$ cat src/rtl/fbd_pkg.sv
// Fieldbus deframer package: frame kind and status codes, start and end byte
// constants, the byte classifier and the structs passed between the front and back.
// No dependencies.
`timescale 1ns / 1ps
`default_nettype none

package fbd_pkg;

  localparam logic [7:0] SD_SC  = 8'hE5;
  localparam logic [7:0] SD_SD1 = 8'h10;
  localparam logic [7:0] SD_SD2 = 8'h68;
  localparam logic [7:0] SD_SD3 = 8'hA2;
  localparam logic [7:0] SD_SD4 = 8'hDC;
  localparam logic [7:0] ED     = 8'h16;

  localparam logic [8:0] FIXED_LEN      = 9'd6;
  localparam logic [8:0] FIXED_DATA_LEN = 9'd14;
  localparam logic [8:0] TOKEN_LEN      = 9'd3;
  localparam logic [8:0] VAR_OVERHEAD   = 9'd6;
  localparam logic [8:0] DROP_LEN       = 9'd3;
  localparam logic [8:0] HDR_DEPTH      = 9'd6;

  typedef enum logic [2:0] {
    KIND_SHORT_ACK = 3'd0,
    KIND_FIXED     = 3'd1,
    KIND_VAR       = 3'd2,
    KIND_FDATA     = 3'd3,
    KIND_TOKEN     = 3'd4,
    KIND_UNKNOWN   = 3'd5
  } kind_t;

  typedef enum logic [2:0] {
    ST_OK        = 3'd0,
    ST_BAD_START = 3'd1,
    ST_LEN_DIFF  = 3'd2,
    ST_SD2_BAD   = 3'd3,
    ST_NO_ED     = 3'd4,
    ST_CHECKSUM  = 3'd5
  } status_t;

  typedef struct packed {
    kind_t start_kind;
    logic  imm;      // frame ends on this byte when it starts a frame
    logic  is_ed;
  } byte_class_t;

  typedef struct packed {
    logic [7:0]  data;
    byte_class_t cls;
  } fbd_item_t;

  typedef struct packed {
    kind_t      kind;
    status_t    status;
    logic [8:0] length;
    logic       last;
  } fbd_result_t;

  function automatic byte_class_t fbd_classify(logic [7:0] b);
    byte_class_t c;
    case (b)
      SD_SC:   c.start_kind = KIND_SHORT_ACK;
      SD_SD1:  c.start_kind = KIND_FIXED;
      SD_SD2:  c.start_kind = KIND_VAR;
      SD_SD3:  c.start_kind = KIND_FDATA;
      SD_SD4:  c.start_kind = KIND_TOKEN;
      default: c.start_kind = KIND_UNKNOWN;
    endcase
    c.imm   = (c.start_kind == KIND_SHORT_ACK) || (c.start_kind == KIND_UNKNOWN);
    c.is_ed = (b == ED);
    return c;
  endfunction

endpackage

`default_nettype wire

$ cat src/rtl/fbd_front.sv
// Deframer front end: classifies each received byte and holds it in a
// two-entry queue for the parser. Depends on fbd_pkg.
`timescale 1ns / 1ps
`default_nettype none

module fbd_front
  import fbd_pkg::*;
(
  input  wire logic       clk,
  input  wire logic       rst_n,
  input  wire logic       in_valid,
  input  wire logic [7:0] in_data_byte,
  output logic            in_stall,
  output logic            q_valid,
  output fbd_item_t       q_item,
  input  wire logic       q_pop
);

  fbd_item_t  mem_r [2];
  logic       wr_ptr_r, wr_ptr_nxt;
  logic       rd_ptr_r, rd_ptr_nxt;
  logic [1:0] cnt_r, cnt_nxt;
  logic       push;

  assign in_stall = (cnt_r == 2'd2);
  assign push     = in_valid && !in_stall;
  assign q_valid  = (cnt_r != 2'd0);
  assign q_item   = mem_r[rd_ptr_r];

  always_comb begin
    wr_ptr_nxt = push  ? !wr_ptr_r : wr_ptr_r;
    rd_ptr_nxt = q_pop ? !rd_ptr_r : rd_ptr_r;
    cnt_nxt    = cnt_r + {1'b0, push} - {1'b0, q_pop};
  end

  always_ff @(posedge clk) begin
    if (!rst_n) begin
      wr_ptr_r <= 1'b0;
      rd_ptr_r <= 1'b0;
      cnt_r    <= 2'd0;
    end else begin
      wr_ptr_r <= wr_ptr_nxt;
      rd_ptr_r <= rd_ptr_nxt;
      cnt_r    <= cnt_nxt;
    end
  end

  always_ff @(posedge clk) begin
    if (push) begin
      mem_r[wr_ptr_r] <= '{data: in_data_byte, cls: fbd_classify(in_data_byte)};
    end
  end

  a_pop_nonempty: assert property (@(posedge clk) disable iff (!rst_n)
    q_pop |-> cnt_r != 2'd0)
    else $error("pop from empty queue");

endmodule

`default_nettype wire

$ cat src/rtl/fbd_engine.sv
// Deframer back end: frame parser, header and replay stores, checksum
// tracking and the result register. Depends on fbd_pkg.
`timescale 1ns / 1ps
`default_nettype none

module fbd_engine
  import fbd_pkg::*;
(
  input  wire logic  clk,
  input  wire logic  rst_n,
  input  wire logic  q_valid,
  input  wire fbd_item_t q_item,
  output logic       q_pop,
  output logic       out_valid,
  input  wire logic  out_stall,
  output fbd_result_t out_res
);

  logic [8:0]  cnt_r, cnt_nxt;
  kind_t       kind_r, kind_nxt;
  logic [7:0]  len_r, len_nxt;
  logic [7:0]  sum_r, sum_nxt;
  logic [7:0]  hdr_r [6];
  logic [7:0]  rep_r [3];
  logic [1:0]  rep_cnt_r, rep_cnt_nxt;
  logic        out_v_r;
  fbd_result_t out_res_r;

  logic        replaying, can_out, go, emit, clear, rep_load;
  logic [1:0]  rep_idx;
  logic [7:0]  rep_byte, b, len_eff;
  byte_class_t cls, cls_h3, cls_r1, cls_r2;
  logic [8:0]  n, total, pos_p2, first;
  logic        more;
  fbd_result_t res;

  assign replaying = (rep_cnt_r != 2'd0);
  assign rep_idx   = 2'd3 - rep_cnt_r;
  assign can_out   = !out_v_r || !out_stall;
  assign go        = can_out && (replaying || q_valid);
  assign q_pop     = go && !replaying;

  always_comb begin
    case (rep_idx)
      2'd0:    rep_byte = rep_r[0];
      2'd1:    rep_byte = rep_r[1];
      default: rep_byte = rep_r[2];
    endcase
  end

  assign b      = replaying ? rep_byte : q_item.data;
  assign cls    = replaying ? fbd_classify(rep_byte) : q_item.cls;
  assign cls_h3 = fbd_classify(hdr_r[3]);
  assign cls_r1 = fbd_classify(rep_r[1]);
  assign cls_r2 = fbd_classify(rep_r[2]);

  assign n       = cnt_r + 9'd1;
  assign pos_p2  = cnt_r + 9'd2;
  assign len_eff = (kind_r == KIND_VAR && n == 9'd2) ? b : len_r;
  assign first   = (kind_r == KIND_VAR) ? 9'd4 : 9'd1;

  always_comb begin
    case (kind_r)
      KIND_FIXED: total = FIXED_LEN;
      KIND_VAR:   total = {1'b0, len_eff} + VAR_OVERHEAD;
      KIND_FDATA: total = FIXED_DATA_LEN;
      KIND_TOKEN: total = TOKEN_LEN;
      default:    total = 9'd1;
    endcase
  end

  // one received or replayed byte per cycle while the output register can take a result
  always_comb begin
    cnt_nxt    = n;
    kind_nxt   = kind_r;
    len_nxt    = len_r;
    sum_nxt    = sum_r;
    rep_load   = 1'b0;
    emit       = 1'b0;
    clear      = 1'b0;
    res.kind   = kind_r;
    res.status = ST_OK;
    res.length = total;
    res.last   = !more;
    if (cnt_r == 9'd0) begin
      sum_nxt = 8'd0;
      len_nxt = 8'd0;
      if (cls.imm) begin
        emit       = 1'b1;
        clear      = 1'b1;
        res.kind   = cls.start_kind;
        res.status = (cls.start_kind == KIND_UNKNOWN) ? ST_BAD_START : ST_OK;
        res.length = 9'd1;
      end else begin
        kind_nxt = cls.start_kind;
      end
    end else if (kind_r == KIND_TOKEN) begin
      if (n >= TOKEN_LEN) begin
        emit       = 1'b1;
        clear      = 1'b1;
        res.length = TOKEN_LEN;
      end
    end else if (kind_r == KIND_VAR && n == 9'd3 && hdr_r[1] != b) begin
      emit       = 1'b1;
      clear      = 1'b1;
      res.status = ST_LEN_DIFF;
      res.length = DROP_LEN;
    end else if (kind_r == KIND_VAR && n == 9'd6 && hdr_r[3] != SD_SD2) begin
      emit       = 1'b1;
      clear      = 1'b1;
      rep_load   = 1'b1;
      res.status = ST_SD2_BAD;
      res.length = DROP_LEN;
    end else begin
      len_nxt = len_eff;
      if (cnt_r >= first && pos_p2 < total) begin
        sum_nxt = sum_r + b;
      end else if (pos_p2 == total) begin
        sum_nxt = sum_r - b;
      end
      if (n >= total) begin
        emit       = 1'b1;
        clear      = 1'b1;
        res.status = !cls.is_ed ? ST_NO_ED : (sum_nxt != 8'd0 ? ST_CHECKSUM : ST_OK);
      end
    end
    if (clear) begin
      cnt_nxt  = 9'd0;
      kind_nxt = KIND_SHORT_ACK;
      len_nxt  = 8'd0;
      sum_nxt  = 8'd0;
    end
  end

  // last-result flag: look ahead at what the replayed bytes will produce
  always_comb begin
    if (replaying) begin
      case (rep_idx)
        2'd0:    more = cls_r1.imm;
        2'd1:    more = cls_r2.imm;
        default: more = 1'b0;
      endcase
    end else if (rep_load) begin
      more = cls_h3.imm || (cls_h3.start_kind == KIND_TOKEN);
    end else begin
      more = 1'b0;
    end
  end

  always_comb begin
    if (go && rep_load) begin
      rep_cnt_nxt = 2'd3;
    end else if (go && replaying) begin
      rep_cnt_nxt = rep_cnt_r - 2'd1;
    end else begin
      rep_cnt_nxt = rep_cnt_r;
    end
  end

  always_ff @(posedge clk) begin
    if (!rst_n) begin
      cnt_r     <= 9'd0;
      kind_r    <= KIND_SHORT_ACK;
      len_r     <= 8'd0;
      sum_r     <= 8'd0;
      rep_cnt_r <= 2'd0;
      out_v_r   <= 1'b0;
    end else begin
      rep_cnt_r <= rep_cnt_nxt;
      if (go) begin
        cnt_r   <= cnt_nxt;
        kind_r  <= kind_nxt;
        len_r   <= len_nxt;
        sum_r   <= sum_nxt;
        out_v_r <= emit;
      end else if (can_out) begin
        out_v_r <= 1'b0;
      end
    end
  end

  always_ff @(posedge clk) begin
    if (go && cnt_r < HDR_DEPTH) begin
      hdr_r[cnt_r[2:0]] <= b;
    end
    if (go && rep_load) begin
      rep_r[0] <= hdr_r[3];
      rep_r[1] <= hdr_r[4];
      rep_r[2] <= b;
    end
    if (go && emit) begin
      out_res_r <= res;
    end
  end

  assign out_valid = out_v_r;
  assign out_res   = out_res_r;

  a_replay_short: assert property (@(posedge clk) disable iff (!rst_n)
    replaying |-> cnt_r < 9'd3)
    else $error("replay ran past three bytes");

  a_open_frame_kind: assert property (@(posedge clk) disable iff (!rst_n)
    cnt_r != 9'd0 |-> (kind_r == KIND_FIXED || kind_r == KIND_VAR ||
                       kind_r == KIND_FDATA || kind_r == KIND_TOKEN))
    else $error("open frame with a kind that ends at once");

  a_var_bound: assert property (@(posedge clk) disable iff (!rst_n)
    (cnt_r != 9'd0 && kind_r == KIND_VAR) |-> cnt_r < ({1'b0, len_r} + VAR_OVERHEAD))
    else $error("variable frame overran its length");

  a_replay_cause: assert property (@(posedge clk) disable iff (!rst_n)
    rep_cnt_r == 2'd3 |-> (out_v_r && out_res_r.status == ST_SD2_BAD))
    else $error("replay started without a second start error");

endmodule

`default_nettype wire

$ cat src/rtl/fieldbus_frame_deframer_unit.sv
// Fieldbus frame deframer, top level.
// Takes one received byte per request and reports one result request per
// recognized or rejected frame: kind, status, byte count and a last flag
// that marks the final result caused by an input byte.
// Both channels use valid/stall; a request moves at an edge where valid is
// high and stall is low.
// A result caused by an accepted byte passes the queue and then the output
// register. Throughput is one byte per cycle while the output is not stalled,
// set by the single-byte parse step of the back end. A variable frame whose
// repeated start byte is wrong re-parses three header bytes, one per cycle
// while the output is not stalled, so that byte produces up to four results.
// A two-entry queue sits between the classifying front end and the parser;
// a stalled result holds in the output register, the parser waits, the
// queue fills and in_stall rises.
// Reset (synchronous, active low) drops any partial frame and empties the
// queue and the output register; nothing else needs clearing.
`timescale 1ns / 1ps
`default_nettype none

module fieldbus_frame_deframer_unit
  import fbd_pkg::*;
(
  input  wire logic       clk,
  input  wire logic       rst_n,
  input  wire logic       in_valid,
  output logic            in_stall,
  input  wire logic [7:0] in_data_byte,
  output logic            out_valid,
  input  wire logic       out_stall,
  output logic [2:0]      out_frame_kind,
  output logic [2:0]      out_status,
  output logic [8:0]      out_frame_length,
  output logic            out_is_last
);

  logic        q_valid;
  logic        q_pop;
  fbd_item_t   q_item;
  fbd_result_t res;

  fbd_front u_front (
    .clk          (clk),
    .rst_n        (rst_n),
    .in_valid     (in_valid),
    .in_data_byte (in_data_byte),
    .in_stall     (in_stall),
    .q_valid      (q_valid),
    .q_item       (q_item),
    .q_pop        (q_pop)
  );

  fbd_engine u_engine (
    .clk       (clk),
    .rst_n     (rst_n),
    .q_valid   (q_valid),
    .q_item    (q_item),
    .q_pop     (q_pop),
    .out_valid (out_valid),
    .out_stall (out_stall),
    .out_res   (res)
  );

  assign out_frame_kind   = res.kind;
  assign out_status       = res.status;
  assign out_frame_length = res.length;
  assign out_is_last      = res.last;

endmodule

`default_nettype wire

$ cat config.mk
export PLATFORM = sky130hd
export DESIGN_NAME = fieldbus_frame_deframer_unit
export DESIGN_NICKNAME = d
export VERILOG_FILES = /design/src/rtl/fbd_pkg.sv /design/src/rtl/fbd_front.sv /design/src/rtl/fbd_engine.sv /design/src/rtl/fieldbus_frame_deframer_unit.sv
export SDC_FILE = /design/constraint.sdc
export NUM_CORES = 1
export LEC_CHECK = 0
export BUFFER_PORTS_ARGS = -buffer_cell sky130_fd_sc_hd__buf_4
export CORE_UTILIZATION = 40
export CTS_CLUSTER_DIAMETER = 30
export DETAILED_ROUTE_END_ITERATION = 7
export GPL_TIMING_DRIVEN = 0
export MAX_ROUTING_LAYER = met4
export SLEW_MARGIN = 25
export SYNTH_ARGS = -nofsm -noshare
export SYNTH_HDL_FRONTEND = slang
export SYNTH_SLANG_ARGS = --single-unit
$ cat constraint.sdc
create_clock -name clk -period 6.7 [get_ports clk]
set_input_delay 1.34 -clock clk [delete_from_list [all_inputs] [get_ports clk]]
set_output_delay 1.34 -clock clk [all_outputs]
set_load 0.02 [all_outputs]
==> out/metrics.yaml, run 1 <==
routing:
  viasPerCell: 5.741
  wl_per_cell_um: 19.02
  drc: 0
  drt_wl_total_um: 20150
  vias: 6080
  antenna_left: 0
  first_pass_iters: 5
  drt_iter0_markers: 560
global_routing:
  grt-ovfl-total: 0
  grt_start_max_net_pins: 25
  grt_usage_pct: 21.89
  grt_pass1_vias: 5774
  antenna_found_initial: 0
  grt_first_pass_wirelength_um: 31820
clocking:
  cts_max_path_buffers: 2
  cts.sinks: 126
  path_clk_slew_ns: 0.06
  root_buffer: "clkbuf_16"
  cts_max_level: 4
  cts_tree: "done"
  clk_latency_ns: 0.42
  numCtsBuffers: 17
power_and_ir_drop:
  internal_power_mw: 2.012
  powerDensity_nw_per_um2: 388.1
  power_mw: 3.388
  p_leak_nw: 3.296
  p_sw_share_pct: 40.61
  ir_worst_vdd_uv: 195.2
  p_comb_share_pct: 43.2
  switchingPower_mw: 1.376
  p_clk_share_pct: 25.8
  seq_power_share_pct: 31.0
place:
  portBuffers: 28
  dp.cells: 1030
  place_congestion: 0.9142
  dpl_cell_area_sq_um: 8138
  dp_hpwl_um: 15150
worst_hold_path:
  hp-class: "reg2reg"
  hp-start: "u_engine.hdr_r[4][1]$_DFFE_PP_"
  hold_end: "u_engine.rep_r[0][9]$_DFFE_PP_"
  hold_depth: 0
synth:
  ys_top_cells_by_area: "edfxtp_1 35%, dfxtp_1 9.5%, ha_1 8.0%, nor2_1 3.7%, a21oi_1 3.2%"
  synthXorXnorAreaFrac_pct: 4.022
  yosysSeqAreaShare_pct: 44.91
  synth_compound_area_share_pct: 17.81
  synthMuxAreaShare_pct: 2.429
  yosysTopAreaCell: "edfxtp_1"
  avgSynthCellArea_sq_um: 9.925
  yosys_warnings: 0
  synth_nets: 831
  synth_top_family_by_area: "simple AND/OR/NAND/NOR gates"
  synth_fa_ha_area_share_pct: 8.569
  ys.flop_type: "edfxtp_1"
  syn_area_sq_um: 7622
  ys_types: 72
  yosys.area_share.simple_pct: 18.73
  syn_inst: 768
  synth_edf_count: 90
  ys_ff_latch: 126
  yosysTopAreaCellShare_pct: 35.46
  async_flop_share_pct: 0
setup_path:
  critPathArrivalTime_ns: 6.38
  r2r_setup_slack_ns: 0.46
  worstSetupPathType: "reg2reg"
  path_max_fanout: 10
  cp-start-kind: "register"
  worst_setup_path_end_kind: "register"
  worst_r2r_path_depth: 21
  reg2reg_to: "u_engine.out_res[10]$_DFFE_PP_"
  r2r-start: "u_engine.cnt_r[1]$_SDFFE_PN0P_"
  crit_required_ns: 6.85
sta:
  max_freq_mhz: 160.3
  hold_violations: 0
  fin_worst_skew_ns: 0.007842
  tns_ns: 0
  finalSetupViolCount: 0
  rsz0062_at_grt: "false"
  tightest_slew_ns: 0.9470
  fin_crit_ns: 6.237
  slew-limit-headroom_pct: 36.87
  drv_slew: 0
  fin_crit_sh_pct: 93.09
die:
  die_area_sq_um: 19610
  dieWidth_um: 140.0
  die_y_um: 140.0
  io_pins: 30
  fp.coreArea_sq_um: 18710
  start_util_pct: 40.75
  rows: 50
final_layout:
  postLayoutCellArea_sq_um: 8730
  num_antenna_cells: 0
  drive_gt1_share_pct: 12.24
  fin_nets: 877
  syn_to_final_growth_pct: 14.53
  finalNonFillerCells: 1059
run:
  maxCapViolCount: 0
status:
  status: "finished, final reports clean"
-- kinds of logic (layout without fill, tap and decap cells) --
logic type / count (synthesis) / count (layout)
mux: 18 / 18
xor+xnor: 35 / 35
simple gates: 278 / 278
buf+inv: 68 / 125
flops: 126 / 126
compound gates: 192 / 192
fa+ha+maj: 51 / 51
-- cells in the final DEF, fill, tap and decap left out, types with 20 or more instances in the layout --
master and n:
dfxtp_1 33, edfxtp_1 90, a21oi_1 49, ha_1 48, inv_1 41, nor2_1 74, xnor2_1 20, nand2_1 59
buf_4 28, nor3_1 20, nand3_1 25
-- what timing repair did --
action	in CTS	in global routing
hold buffers	0	0
pin swaps	1	0
endpoints found under the setup margin	35	33
resized for setup	2	18
setup buffers	0	0
gates cloned	0	0
-- final cells by class --
| class | instances | area (sq um) |
|---|---|---|
| plain buffers | 26 | 117.6 |
| clock inverters | 12 | 122.6 |
| well taps | 234 | 292.8 |
| inverters | 41 | 153.9 |
| repair buffers | 28 | 210.2 |
| fillers | 1741 | 9976 |
| clock buffers | 18 | 429.2 |
| flip-flops and latches | 126 | 3427 |
| multi-input cells | 574 | 3976 |
-- cell usage after synthesis (all sizes together), types with 9 or more instances --
cell and instances:
edfxtp 90, nor2 76, nand2 59, a21oi 49
ha 49, inv 41, dfxtp 36, nand3 25
o21ai 24, nor3 23, xnor2 20, clkbuf 19
xor2 15, mux2i 14, a22o 12, a2111oi 11
nand2b 10, nor2b 9, nor4 9, o31ai 9
or2 9, or3 9
-- how the worst max path moves through the flow --
stage / depth (start not counted) / startpoint / to / slack (ns)
after floorplan: 23 / u_engine.rep_cnt_r[0]$_SDFFE_PN0P_ / u_engine.out_res[12]$_SDFFCE_PP0P_ / 1.20
after global placement: 22 / u_engine.rep_cnt_r[0]$_SDFFE_PN0P_ / u_engine.out_res[10]$_DFFE_PP_ / -0.56
after detailed placement: 23 / u_engine.rep_cnt_r[0]$_SDFFE_PN0P_ / u_engine.out_res[10]$_DFFE_PP_ / -0.52
after CTS: 21 / u_engine.cnt_r[1]$_SDFFE_PN0P_ / u_engine.out_res[10]$_DFFE_PP_ / 0.002
after global routing: 21 / u_engine.cnt_r[1]$_SDFFE_PN0P_ / u_engine.out_res[10]$_DFFE_PP_ / 0.03
final: 21 / u_engine.cnt_r[1]$_SDFFE_PN0P_ / u_engine.out_res[10]$_DFFE_PP_ / 0.46
-- power by group through the flow --
stage	clock (mW)	combinational, mW	sequential [mW]
floorplan	0	0.897	1.11
global placement	0	1.43	1.06
detailed placement	0	1.44	1.07
CTS	0.883	1.44	1.05
global route	0.913	1.60	1.06
finish	0.874	1.46	1.05
-- layer usage --
layer | vias to the layer above | part of all wire, % | track usage [%]
met1 | 2898 | 45 | 28.10
met5 | - | 0 | -
met4 | 0 | 2.1 | 7.577
met3 | 30 | 5.6 | 4.137
li1 | 2986 | - | -
met2 | 166 | 48 | 34.58
-- flip-flops by register name, indices dropped and copies added, names as in the netlist, 2 cells and up, named ones only --
name,cells
u_front.mem_r,26
u_engine.hdr_r,24
u_engine.rep_r,24
u_engine.out_res,16
u_engine.cnt_r,9
u_engine.len_r,8
u_engine.sum_r,8
u_engine.kind_r,3
u_engine.rep_cnt_r,2
u_front.cnt_r,2
-- metrics by stage --
stage	utilization (%)	hold WS [ns]	setup slack, ns
floorplan	-	0.4003	1.203
global placement	43.44	0.4007	-0.5594
detailed placement	43.51	0.4045	-0.5222
CTS	46.45	0.4166	0.001853
global route	46.67	0.4236	0.02587
finish	46.67	0.4171	0.4632
-- worst max-delay path, cell delays in order, from the launching register on --
cell	delay, ns
dfxtp_2	0.45
ha_1	0.26
nand3_1	0.24
nor3_2	0.34
a32oi_1	0.20
a2111o_1	0.42
clkbuf_1	0.23
nor2_1	0.15
a21oi_1	0.09
ha_1	0.31
or3_1	0.36
nand3_1	0.09
o211ai_1	0.21
ha_1	0.32
or3_1	0.40
o211a_1	0.34
nor4b_1	0.38
nor4_2	0.13
xnor2_1	0.17
or4_4	0.56
o21ai_1	0.16
nand3_1	0.14
Note: power is estimated with default switching activity, not from simulation.
==> inputs of run 2 (changes only) <==
--- a/config.mk
+++ b/config.mk
@@ -6,11 +6,14 @@
 export NUM_CORES = 1
 export LEC_CHECK = 0
 export BUFFER_PORTS_ARGS = -buffer_cell sky130_fd_sc_hd__buf_4
+export CELL_PAD_IN_SITES_DETAIL_PLACEMENT = 1
+export CELL_PAD_IN_SITES_GLOBAL_PLACEMENT = 2
 export CORE_UTILIZATION = 40
 export CTS_CLUSTER_DIAMETER = 30
 export DETAILED_ROUTE_END_ITERATION = 7
 export GPL_TIMING_DRIVEN = 0
 export MAX_ROUTING_LAYER = met4
+export PLACE_DENSITY_LB_ADDON = 0.1
 export SLEW_MARGIN = 25
 export SYNTH_ARGS = -nofsm -noshare
 export SYNTH_HDL_FRONTEND = slang
==> out/metrics.yaml, run 2 (synthesis gave the netlist of run 1 again) <==
clocking:
  root_buffer: "clkbuf_16"
  cts_max_level: 4
  cts.sinks: 126
  path_clk_slew_ns: 0.07
  clk_latency_ns: 0.43
  numCtsBuffers: 17
  cts_tree: "done"
  cts_max_path_buffers: 2
global_routing:
  grt_start_max_net_pins: 25
  antenna_found_initial: 0
  grt_pass1_vias: 6417
  grt_first_pass_wirelength_um: 37140
  grt-ovfl-total: 0
  grt_usage_pct: 26.05
die:
  fp.coreArea_sq_um: 18710
  die_y_um: 140.0
  rows: 50
  die_area_sq_um: 19610
  dieWidth_um: 140.0
  io_pins: 30
  start_util_pct: 40.75
worst_hold_path:
  hp-class: "reg2reg"
place:
  portBuffers: 28
  dp_hpwl_um: 17990
  place_congestion: 0.8546
  pre_cts_ws_ns: -0.8063
sta:
  fin_worst_skew_ns: 0.01179
  fin_crit_ns: 6.252
  slew-limit-headroom_pct: 39.25
  tns_ns: 0
  max_freq_mhz: 160.0
  fin_crit_sh_pct: 93.31
  tightest_slew_ns: 0.9052
  drv_slew: 0
  post-route-worst-setup-slack_ns: 0.4482
  finalSetupViolCount: 0
  hold_violations: 0
setup_path:
  cp_cell_sequence: "ha_1 > nand3_2 > nor3_4 > a32oi_1 > a2111o_1 > clkbuf_2 > nor2_1 > a21oi_1 > ha_1 > or3_1 > nand3_1 > o211ai_1 > ha_1 > or3_1 > o211a_1 > nor4b_1 > nor4_2 > xnor2_1 > or4_4 > o21ai_1 > nand3_1"
  cp.buffers_inverters: 1
  worst_setup_path_end_kind: "register"
  cp-start-kind: "register"
  worstSetupPathType: "reg2reg"
  crit_required_ns: 6.87
  path_max_fanout: 10
  crit_family: "simple AND/OR/NAND/NOR gates"
  critPathArrivalTime_ns: 6.42
  crit_top_cell: "ha_1"
  slowest_delay_ns: 0.57
  critPathSlowestCell: "or4_4"
routing:
  antenna_left: 0
  vias: 6293
  first_pass_iters: 5
  drc: 0
  drt_wl_total_um: 24160
  viasPerCell: 5.920
  wl_per_cell_um: 22.73
  drt_iter0_markers: 350
final_layout:
  drive_gt1_share_pct: 13.75
  top_register: "u_front.mem_r"
  layout_commonest_cell: "edfxtp_1"
  num_antenna_cells: 0
  layout_common_cells: "90 x edfxtp_1, 73 x nor2_1, 59 x nand2_1"
  syn_to_final_growth_pct: 15.61
  fin_nets: 879
  largest_reg_flops: 26
run:
  maxCapViolCount: 0
power_and_ir_drop:
  power_mw: 3.567
  p_leak_nw: 3.341
  ir_worst_vdd_uv: 213.5
  powerDensity_nw_per_um2: 404.8
status:
  status: "finished, final reports clean"
==> run 2: per-layer routing <==
layer,part of all wire [%],up-vias,track usage (%)
li1,-,2982,-
met1,45,3148,31.63
met2,50,123,43.63
met3,3.0,40,4.034
met4,2.5,0,9.832
met5,0,-,-
==> run 2: final timing paths <==
kind,to,start,cells after the start,slack [ns]
worst min register to register,u_engine.rep_r[0][11]$_DFFE_PP_,u_engine.hdr_r[4][3]$_DFFE_PP_,0,0.42
worst max-delay path,u_engine.out_res[10]$_DFFE_PP_,u_engine.cnt_r[0]$_SDFFE_PN0P_,21,0.45
worst max register to register,u_engine.out_res[10]$_DFFE_PP_,u_engine.cnt_r[0]$_SDFFE_PN0P_,21,0.45
worst min-delay path,u_engine.rep_r[0][11]$_DFFE_PP_,u_engine.hdr_r[4][3]$_DFFE_PP_,0,0.42
==> run 2: worst reg2reg max path, delay by kind of cell, from the launching register on <==
kind / cells / cell delay [ns]
adders and majority gates: 3 / 0.95
and+or+nand+nor: 10 / 2.73
DFF: 1 / 0.43
xor gates and xnor gates: 1 / 0.17
AOI/OAI and AO/OA: 6 / 1.51
buffers and inverters: 1 / 0.22
==> run 2: layout make-up <==
class                   count  area, sq um
repair buffers             30        225.2
fillers                  2090         9893
multi-input cells         574         4008
clock buffers              17        425.4
flip-flops and latches    126         3427
inverters                  41        153.9
clock inverters            15        162.7
well taps                 234        292.8
plain buffers              26        117.6
==> run 2: what timing repair did <==
item / 4_1_cts / 5_1_grt
pin swaps: 1 / 2
hold buffers: 0 / 0
gates resized for setup: 10 / 20
setup buffers: 0 / 2
setup endpoints to repair: 47 / 33
==> run 2: report_power, final <==
part	internal (mW)	total [mW]	switching, mW
clock network	0.530	0.941	0.411
registers	1.00	1.05	0.0511
logic	0.485	1.57	1.09
==> run 2: metrics by stage <==
step           area [sq um]  cells  utilization (%)  hold slack [ns]
4_1_cts                8750   1062            46.78           0.4190
5_1_grt                8812   1063            47.11           0.4243
6_report               8812   1063            47.11           0.4182
3_3_place_gp           8125   1030            43.44           0.4003
3_5_place_dp           8139   1030            43.51           0.4057
2_1_floorplan          7622    768                -           0.4003
==> inputs of run 3 (changes only) <==
--- a/config.mk
+++ b/config.mk
@@ -8,7 +8,7 @@
 export BUFFER_PORTS_ARGS = -buffer_cell sky130_fd_sc_hd__buf_4
 export CELL_PAD_IN_SITES_DETAIL_PLACEMENT = 1
 export CELL_PAD_IN_SITES_GLOBAL_PLACEMENT = 2
-export CORE_UTILIZATION = 40
+export CORE_UTILIZATION = 41
 export CTS_CLUSTER_DIAMETER = 30
 export DETAILED_ROUTE_END_ITERATION = 7
 export GPL_TIMING_DRIVEN = 0
==> out/metrics.yaml, run 3 (synthesis gave the netlist of run 1 again) <==
clocking:
  cts_max_level: 4
  cts_tree: "done"
  clk_latency_ns: 0.43
  hold_buffers: 0
  numCtsBuffers: 17
  root_buffer: "clkbuf_16"
  cts.sinks: 126
  path_clk_slew_ns: 0.06
  cts_max_path_buffers: 2
sta:
  fin_crit_ns: 6.285
  finalSetupViolCount: 0
  tightest_slew_ns: 0.9740
  whs_ns: 0.4172
  fin_worst_skew_ns: 0.01299
  rsz0062_at_grt: "false"
  drv_slew: 0
  post-route-worst-setup-slack_ns: 0.4155
  hold_violations: 0
  max_freq_mhz: 159.1
  fin_crit_sh_pct: 93.80
  slew-limit-headroom_pct: 34.38
die:
  dieWidth_um: 138.4
  die_y_um: 138.4
  rows: 49
  fp.coreArea_sq_um: 18090
  start_util_pct: 42.14
  io_pins: 30
  die_area_sq_um: 19140
final_layout:
  fin_nets: 877
  register_area_sq_um: 3427
  num_antenna_cells: 0
  multi_input_area_sq_um: 3989
  n_fill_cell: 2010
  layout_common_cells: "90 x edfxtp_1, 73 x nor2_1, 59 x nand2_1"
  drive_gt1_share_pct: 13.18
  postLayoutCellArea_sq_um: 8760
  top_register: "u_front.mem_r"
  largest_reg_flops: 26
  finalNonFillerCells: 1056
  syn_to_final_growth_pct: 14.92
  layout_commonest_cell: "edfxtp_1"
global_routing:
  antenna_found_initial: 0
  grt_usage_pct: 26.79
  grt_start_max_net_pins: 25
  grt_first_pass_wirelength_um: 37740
  grt-ovfl-total: 0
  grt_pass1_vias: 6604
routing:
  viasPerCell: 6.024
  wl_per_cell_um: 22.69
  antenna_left: 0
  first_pass_iters: 7
  drc: 2
  drt_wl_total_um: 23960
  vias: 6361
  drt_iter0_markers: 344
setup_path:
  path_max_fanout: 10
  worst_setup_path_end_kind: "register"
  critPathArrivalTime_ns: 6.46
  worstSetupPathType: "reg2reg"
  crit_required_ns: 6.87
  cp-start-kind: "register"
place:
  portBuffers: 28
  dp.cells: 1025
  dp_hpwl_um: 18040
  place_congestion: 0.8504
  dpl_cell_area_sq_um: 8129
  pre_cts_ws_ns: -0.7344
power_and_ir_drop:
  ir_worst_vdd_uv: 234.7
  p_leak_nw: 3.323
  power_mw: 3.521
  powerDensity_nw_per_um2: 401.9
run:
  maxCapViolCount: 0
worst_hold_path:
  hp-class: "reg2reg"
status:
  status: "finished with violations"
  violations: "design-rule violations"
==> run 3: changes by cell type in the layout (fill, tap and decap cells not counted), moves of 2 or more <==
cell,change
a2111oi_0,+2
inv_8,-3
buf_4,-2
inv_6,+2
==> run 3: path summary, 6_finish.rpt <==
check	start	to	slack [ns]	cells after the start
worst max register to register	u_engine.rep_cnt_r[0]$_SDFFE_PN0P_	u_engine.out_res[10]$_DFFE_PP_	0.42	22
worst min register to register	u_engine.hdr_r[4][7]$_DFFE_PP_	u_engine.rep_r[0][15]$_DFFE_PP_	0.42	0
worst min-delay path	u_engine.hdr_r[4][7]$_DFFE_PP_	u_engine.rep_r[0][15]$_DFFE_PP_	0.42	0
worst max-delay path	u_engine.rep_cnt_r[0]$_SDFFE_PN0P_	u_engine.out_res[10]$_DFFE_PP_	0.42	22
==> run 3: cell type report <==
cell class              count  share of cell area, %
clock buffers              17                  4.856
flip-flops and latches    126                  39.12
plain buffers              26                  1.343
well taps                 229                  3.271
inverters                  41                  1.757
repair buffers             28                  2.400
clock inverters            15                  1.714
multi-input cells         574                  45.54
==> run 3: where the power goes <==
part | internal (mW) | leakage (nW) | switching, mW | total [mW]
combinational | 0.481 | 1.93 | 1.06 | 1.54
clock | 0.524 | 0.278 | 0.395 | 0.919
sequential | 1.00 | 1.12 | 0.0564 | 1.06
==> run 3: metal layers <==
metal	global-route usage [%]	part of all wire, %	up-vias	wire length [um]
met2	45.34	50	133	12070
met4	8.693	2.0	0	469
met5	-	0	-	0
met1	32.24	44	3212	10630
met3	4.849	3.3	36	783
li1	-	-	2980	-
==> run 3: critical path, stage by stage, from the launching register on <==
cell,delay (ns)
dfxtp_1,0.37
inv_1,0.08
ha_1,0.22
clkbuf_1,0.24
or3b_1,0.48
nand2_1,0.13
o21a_1,0.52
inv_1,0.20
nor4_1,0.30
mux2i_1,0.14
nor2_1,0.16
xnor2_1,0.14
nand2_1,0.17
ha_1,0.39
a21o_1,0.16
a21oi_1,0.29
o31a_1,0.33
a2111oi_0,0.15
nor4_1,0.52
xnor2_1,0.17
or4_4,0.57
o21ai_1,0.19
nand3_1,0.09
==> run 3: metrics by stage <==
stage | TNS, ns | utilization [%]
after detailed placement | -22.12 | 44.95
after CTS | 0 | 48.20
after global routing | 0 | 48.43
after floorplan | 0 | -
final | 0 | 48.43
after global placement | -14.84 | 44.89
==> run 3: timing repair <==
action | in CTS | in global routing
setup endpoints to repair | 47 | 44
pin swaps | 1 | 1
resized for setup | 7 | 17
buffers inserted | 0 | 0
